<file path="src/rtl/core/ean13sw_pkg.sv">
package ean13sw_pkg;

  typedef struct packed {
    logic       valid;
    logic       odd;
    logic [3:0] digit;
  } sym_cell_t;

  typedef struct packed {
    logic [3:0] idx;
    logic [3:0] lead_digit;
    logic       fd_ready;
    logic       fd_valid;
  } lead_info_t;

  localparam int unsigned LeftCount = 6;
  localparam logic [3:0]  LastIdx   = 4'd11;
  localparam logic [3:0]  LeadIdx   = 4'd5;
  localparam logic [3:0]  FirstIdx  = 4'd0;

  // {valid, odd, digit}; index = q1i*12 + q2i*3 + q4i
  localparam logic [5:0] SYM_TABLE [0:47] = '{
    6'h26, 6'h26, 6'h26, 6'h30, 6'h30, 6'h30,
    6'h24, 6'h24, 6'h24, 6'h33, 6'h33, 6'h33,
    6'h39, 6'h39, 6'h39, 6'h00, 6'h22, 6'h28,
    6'h37, 6'h31, 6'h00, 6'h25, 6'h25, 6'h25,
    6'h29, 6'h29, 6'h29, 6'h38, 6'h32, 6'h00,
    6'h21, 6'h27, 6'h00, 6'h35, 6'h35, 6'h35,
    6'h36, 6'h36, 6'h36, 6'h20, 6'h20, 6'h20,
    6'h34, 6'h34, 6'h34, 6'h23, 6'h23, 6'h23
  };

  function automatic sym_cell_t sym_lookup(input logic [1:0] q1i, input logic [1:0] q2i,
                                           input logic [1:0] q4i);
    logic [5:0] idx;
    logic [5:0] entry;
    idx   = 6'({q1i, 2'b00}) * 6'd3 + 6'({q2i, 2'b00}) - 6'(q2i) + 6'(q4i);
    entry = SYM_TABLE[idx];
    return '{valid: entry[5], odd: entry[4], digit: entry[3:0]};
  endfunction

  // returns {hit, digit}
  function automatic logic [4:0] lead_decode(input logic [5:0] pat);
    logic [4:0] r;
    unique case (pat)
      6'h3F:   r = {1'b1, 4'd0};
      6'h0B:   r = {1'b1, 4'd1};
      6'h13:   r = {1'b1, 4'd2};
      6'h23:   r = {1'b1, 4'd3};
      6'h0D:   r = {1'b1, 4'd4};
      6'h19:   r = {1'b1, 4'd5};
      6'h31:   r = {1'b1, 4'd6};
      6'h15:   r = {1'b1, 4'd7};
      6'h25:   r = {1'b1, 4'd8};
      6'h29:   r = {1'b1, 4'd9};
      default: r = 5'd0;
    endcase
    return r;
  endfunction

endpackage

</file>
<file path="src/rtl/core/ean13sw_quant.sv">
module ean13sw_quant import ean13sw_pkg::*; #(
  parameter int unsigned W = 12
) (
  input  logic [W:0]   x,
  input  logic [W+1:0] t,
  output logic [2:0]   q
);

  localparam int unsigned PW = W + 6;

  logic [PW-1:0] xe, te, v, t3, t5, t7, t9;

  assign xe = PW'(x);
  assign te = PW'(t);
  assign v  = (xe << 4) - (xe << 1);
  assign t3 = (te << 1) + te;
  assign t5 = (te << 2) + te;
  assign t7 = (te << 3) - te;
  assign t9 = (te << 3) + te;

  always_comb begin
    if (v <= t3) begin
      q = 3'd1;
    end else if (v < t5) begin
      q = 3'd2;
    end else if (v < t7) begin
      q = 3'd3;
    end else if (v < t9) begin
      q = 3'd4;
    end else begin
      q = 3'd5;
    end
  end

endmodule

</file>
<file path="src/rtl/core/ean13sw_track.sv">
module ean13sw_track import ean13sw_pkg::*; (
  input  logic       clk,
  input  logic       rst_n,
  input  logic       fire,
  input  logic       restart,
  input  sym_cell_t  sym,
  output logic       left_half,
  output lead_info_t info
);

  logic [3:0] count_r, count_nxt;
  logic [5:0] parity_r, parity_nxt;
  logic       ok_r, ok_nxt;
  logic [3:0] idx;
  logic [4:0] lead;

  always_comb begin
    idx = restart ? FirstIdx : count_r;
    if (idx > LastIdx) begin
      idx = FirstIdx;
    end
  end

  assign left_half = (idx < 4'(LeftCount));

  always_comb begin
    parity_nxt = parity_r;
    ok_nxt     = ok_r;
    if (left_half) begin
      if (idx == FirstIdx) begin
        parity_nxt = {5'd0, sym.odd};
        ok_nxt     = sym.valid;
      end else begin
        parity_nxt = parity_r | (6'(sym.odd) << idx[2:0]);
        ok_nxt     = ok_r & sym.valid;
      end
    end
    count_nxt = (idx == LastIdx) ? FirstIdx : idx + 4'd1;
  end

  assign lead = lead_decode(parity_nxt);

  always_comb begin
    info.idx        = idx;
    info.fd_ready   = (idx == LeadIdx);
    info.fd_valid   = info.fd_ready & lead[4] & ok_nxt;
    info.lead_digit = info.fd_valid ? lead[3:0] : 4'd0;
  end

  always_ff @(posedge clk) begin
    if (!rst_n) begin
      count_r  <= 4'd0;
      parity_r <= 6'd0;
      ok_r     <= 1'b1;
    end else if (fire) begin
      count_r  <= count_nxt;
      parity_r <= parity_nxt;
      ok_r     <= ok_nxt;
    end
  end

endmodule

</file>
<file path="src/rtl/core/ean13_symbol_width_decoder.sv">
// EAN-13 symbol width decoder.
// Path from input transaction to result: input register, then result register.
// Throughput: one symbol per cycle; a new transaction is taken every cycle while
// the result side keeps up.
// Reset (synchronous, rst_n low): pipeline empties, symbol count and parity pattern
// clear, pattern-ok sets.
module ean13_symbol_width_decoder import ean13sw_pkg::*; #(
  parameter int unsigned RUN_WIDTH_BITS = 12
) (
  input  logic                      clk,
  input  logic                      rst_n,
  input  logic                      in_valid,
  output logic                      in_stall,
  input  logic [RUN_WIDTH_BITS-1:0] in_run_a,
  input  logic [RUN_WIDTH_BITS-1:0] in_run_b,
  input  logic [RUN_WIDTH_BITS-1:0] in_run_c,
  input  logic [RUN_WIDTH_BITS-1:0] in_run_d,
  input  logic                      in_restart,
  output logic                      out_valid,
  input  logic                      out_stall,
  output logic [3:0]                out_digit,
  output logic                      out_odd_parity,
  output logic                      out_symbol_valid,
  output logic [3:0]                out_symbol_index,
  output logic [3:0]                out_first_digit,
  output logic                      out_first_digit_ready,
  output logic                      out_first_digit_valid
);

  localparam int unsigned W = RUN_WIDTH_BITS;

  logic [W-1:0] a_r, b_r, c_r, d_r;
  logic         restart_r;
  logic         s1_valid_r;
  logic         out_valid_r;
  logic         adv_out, adv_in, fire;

  logic [W+1:0] t;
  logic [W:0]   t1, t2, t4;
  logic [2:0]   q1, q2, q4;
  logic [1:0]   q1i, q2i, q4i;
  logic         left_half;
  sym_cell_t    sym;
  lead_info_t   info;

  sym_cell_t    sym_r;
  lead_info_t   info_r;

  assign adv_out  = !out_valid_r || !out_stall;
  assign adv_in   = !s1_valid_r || adv_out;
  assign fire     = s1_valid_r && adv_out;
  assign in_stall = !adv_in;

  always_ff @(posedge clk) begin
    if (!rst_n) begin
      s1_valid_r <= 1'b0;
    end else if (adv_in) begin
      s1_valid_r <= in_valid;
    end
  end

  always_ff @(posedge clk) begin
    if (adv_in && in_valid) begin
      a_r       <= in_run_a;
      b_r       <= in_run_b;
      c_r       <= in_run_c;
      d_r       <= in_run_d;
      restart_r <= in_restart;
    end
  end

  // edge-to-similar-edge sums; left symbols are read mirrored
  assign t  = (W+2)'(a_r) + (W+2)'(b_r) + (W+2)'(c_r) + (W+2)'(d_r);
  assign t2 = (W+1)'(b_r) + (W+1)'(c_r);
  assign t1 = left_half ? (W+1)'(c_r) + (W+1)'(d_r) : (W+1)'(a_r) + (W+1)'(b_r);
  assign t4 = left_half ? (W+1)'(a_r) : (W+1)'(d_r);

  ean13sw_quant #(.W(W)) u_q1 (.x(t1), .t(t), .q(q1));
  ean13sw_quant #(.W(W)) u_q2 (.x(t2), .t(t), .q(q2));
  ean13sw_quant #(.W(W)) u_q4 (.x(t4), .t(t), .q(q4));

  assign q1i = (q1 < 3'd2) ? 2'd0 : 2'(q1 - 3'd2);
  assign q2i = (q2 < 3'd2) ? 2'd0 : 2'(q2 - 3'd2);
  assign q4i = (q4 > 3'd3) ? 2'd2 : 2'(q4 - 3'd1);
  assign sym = sym_lookup(q1i, q2i, q4i);

  ean13sw_track u_track (
    .clk       (clk),
    .rst_n     (rst_n),
    .fire      (fire),
    .restart   (restart_r),
    .sym       (sym),
    .left_half (left_half),
    .info      (info)
  );

  always_ff @(posedge clk) begin
    if (!rst_n) begin
      out_valid_r <= 1'b0;
    end else if (adv_out) begin
      out_valid_r <= s1_valid_r;
    end
  end

  always_ff @(posedge clk) begin
    if (fire) begin
      sym_r  <= sym;
      info_r <= info;
    end
  end

  assign out_valid             = out_valid_r;
  assign out_digit             = sym_r.digit;
  assign out_odd_parity        = sym_r.odd;
  assign out_symbol_valid      = sym_r.valid;
  assign out_symbol_index      = info_r.idx;
  assign out_first_digit       = info_r.lead_digit;
  assign out_first_digit_ready = info_r.fd_ready;
  assign out_first_digit_valid = info_r.fd_valid;

endmodule
</file>
<file path="config.mk">
export PLATFORM = sky130hd
export DESIGN_NAME = ean13_symbol_width_decoder
export DESIGN_NICKNAME = d
export VERILOG_FILES = /design/src/rtl/core/ean13sw_pkg.sv /design/src/rtl/core/ean13sw_quant.sv /design/src/rtl/core/ean13sw_track.sv /design/src/rtl/core/ean13_symbol_width_decoder.sv
export SDC_FILE = /design/constraint.sdc
export NUM_CORES = 1
export LEC_CHECK = 0
export ABC_CLOCK_PERIOD_IN_PS = 12290
export BUFFER_PORTS_ARGS = -buffer_cell sky130_fd_sc_hd__buf_2
export CAP_MARGIN = 20
export CORE_MARGIN = 1.5
export CORE_UTILIZATION = 30
export CTS_BUF_LIST = sky130_fd_sc_hd__clkbuf_8
export DETAILED_ROUTE_END_ITERATION = 8
export GPL_TIMING_DRIVEN = 1
export PLACE_DENSITY_LB_ADDON = 0.05
export SYNTH_ARGS = -nofsm -noshare
export SYNTH_HDL_FRONTEND = slang
export SYNTH_SLANG_ARGS = --single-unit
</file>
<file path="constraint.sdc">
create_clock -name clk -period 12.29 [get_ports clk]
set_clock_uncertainty 0.1 [all_clocks]
set_input_delay 2.458 -clock clk [delete_from_list [all_inputs] [get_ports clk]]
set_output_delay 2.458 -clock clk [all_outputs]
set_load 0.03 [all_outputs]
</file>
==> flow_summary.toml <==
[run_status]
outcome = "completed"

[grt]
antenna_found_initial = 1
gr-usage-met1_pct = 27.3
grt-ovfl-total = 0
track_usage_pct = 19.1
grt_use_met3_pct = 1.43
grt.busiest_layer = "met2"
grt_pass1_vias = 12700
grt_pass1_wl_mm = 72.8
grt_use_met2_pct = 31.8
grt_max_degree = 50

[setup_path]
critPathMaxStageDelay_ns = 0.56
cp_data_required_time_ns = 12.46
arrival_ns = 11.63
path_buf_inv = 6
worst-setup-path-type = "flip-flop to flip-flop"
slowest_stage = "or4b_1"
endpoint_kind = "flip-flop"
cp_max_fo = 13
worstSetupStartpointType = "flip-flop"
crit_family = "compound AO/OA/AOI/OAI gates"

[timing]
finalCritPeriodShare_pct = 93.3
finalHoldViolations = 0
finalCriticalPeriod_ns = 11.46
worst_slew_pin_slew_ns = 1.09
relSlewSlack_pct = 26.9
rsz0062_at_grt = "no"
clock.fmax_mhz = 87.2
setup_viol = 0
finalSetupTns_ns = 0
slew_viol_final = 0
worst_slack_ns = 0.828

[placed_design]
place_area_um2 = 15500
place.gp.congestion = 0.871
place_ws_ns = 0.392
dp_hpwl_mm = 40.6
numPortBuffers = 70

[synth]
avgSynthCellArea_um2 = 8.45
synth.distinct_cells = 102
synth_top_area_cell = "ha_1"
synth_flop_cell = "edfxtp_1"
ys_ff_latch = 78
async_flop_share_pct = 0
synth_top_area_share_pct = 23.2
seq_area_frac_synth_pct = 15.4
netlist_area_um2 = 14400
synth_edf_count = 65
synth_cells = 1700
ys_top_cells_by_area = "ha_1 23%, edfxtp_1 14%, xnor2_1 6.1%"
syn_nets = 2054
yosys_warnings = 0

[clock_tree]
root_buffer = "clkbuf_8"
hold_buffers = 0
clkTransAtPathRegs_ns = 0.09
clock-sinks = 78
clock_latency_ns = 0.41
h-tree-depth = 3
numCtsBuffers = 9
post_cts_buffers = 0
clockBufferDepth = 2
cts_tree = "done"

[detailed_routing]
drcViolationCount = 0
viasPerCell = 5.28
wl_per_cell_um = 19.7
first_pass_iters = 6
drt-total-wl_mm = 47.1
vias = 12600
ant_nets = 0
drtIter0Drc = 669

[worst_hold_path]
hold_class = "flip-flop to flip-flop"

[cells_and_area]
drive_above_1_share_pct = 9.34
syn_to_final_growth_pct = 9.42
fin_area_um2 = 15700
fin_util_pct = 33.1
final_common_cell = "ha_1"
final_net_count = 2126
final_cell_mix = "266 x ha_1, 173 x inv_1, 141 x a21oi_1"
n_fill_cell = 5084

[floorplanning]
rows = 80
die_area_um2 = 49200
io_pins = 71
start_util_pct = 30.3
die_x_um = 222
die_height_um = 222
coreArea_um2 = 47400

[job]
drv_cap = 0
==> worst register-to-register path, delay by kind of cell (launching register included) <==
family                   cells  cell delay (ns)
AND/OR/NAND/NOR              9             2.34
flip-flops                   1             0.50
buffers and inverters        6             0.77
AO/OA/AOI/OAI               15             4.29
adder cells (fa/ha/maj)      8             3.16
XOR/XNOR                     1             0.16
==> worst paths after layout <==
check | depth (start not counted) | slack (ns) | start | endpoint
hold / removal | 2 | 0.41 | u_track.count_r[1] | u_track.count_r[1]
setup reg to reg | 39 | 0.83 | c_r[1] | out_first_digit_valid
hold reg to reg | 2 | 0.41 | u_track.count_r[1] | u_track.count_r[1]
setup / recovery | 39 | 0.83 | c_r[1] | out_first_digit_valid
==> flip-flops by register name, summed over array words and instances (netlist names) <==
name / count
u_track.ok_r: 1
b_r: 12
c_r: 12
out_digit: 4
u_track.parity_r: 6
out_valid: 1
out_first_digit_valid: 1
a_r: 12
s1_valid_r: 1
out_odd_parity: 1
out_symbol_valid: 1
u_track.count_r: 4
d_r: 12
out_first_digit_ready: 1
out_first_digit: 4
restart_r: 1
out_symbol_index: 4
==> stage by stage <==
stage,hold slack (ns),cells
2_1_floorplan,0.367,1700
3_3_place_gp,0.384,2376
3_5_place_dp,0.389,2376
4_1_cts,0.405,2392
5_1_grt,0.436,2393
6_report,0.407,2393
==> synth_stat cells, types with 26 or more instances <==
cell	instances
o21ai_0	76
o21bai_1	31
a21o_1	78
nand2b_1	30
nor3_1	30
nand2_1	99
ha_1	266
xor2_1	26
inv_1	173
a21oi_1	142
xnor2_1	100
nor2_1	100
edfxtp_1	65
fa_1	35
o21a_1	31
==> final cells by class <==
cell class	instances	area, um2	area share [%]
multi-input combinational	1414	11400	72.3
sequential	78	2210	14.1
tap	615	769	4.90
inverter	177	669	4.26
timing repair buffer	92	515	3.28
clock buffer	9	124	0.788
clock inverter	7	60.1	0.382
antenna	1	2.50	0.0159
==> logic make-up (layout without fill, tap and decap cells) <==
family | after synthesis | count (layout) | share of synthesized area [%]
AOI/OAI and AO/OA | 548 | 548 | 26.3
and+or+nand+nor | 413 | 413 | 14.7
adders and majority gates | 306 | 306 | 28.4
buffers and inverters | 208 | 285 | 5.74
xor gates and xnor gates | 130 | 130 | 8.30
DFF | 78 | 78 | 15.4
muxes | 17 | 17 | 1.21
other | 0 | 1 | 0
==> routing by layer <==
layer  up-vias  wire [um]
li1       6391          -
met1      6042      23900
met2       184      21600
met3        22       1150
met4         0        434
met5         -          0
==> what timing repair did <==
item,4_1_cts,5_1_grt
endpoints found under the hold margin,0,0
endpoints found under the setup margin,0,5
resized for setup,0,7
Power is not shown: default switching activity piles up to over one toggle a cycle in this logic, so the estimate is an artifact.
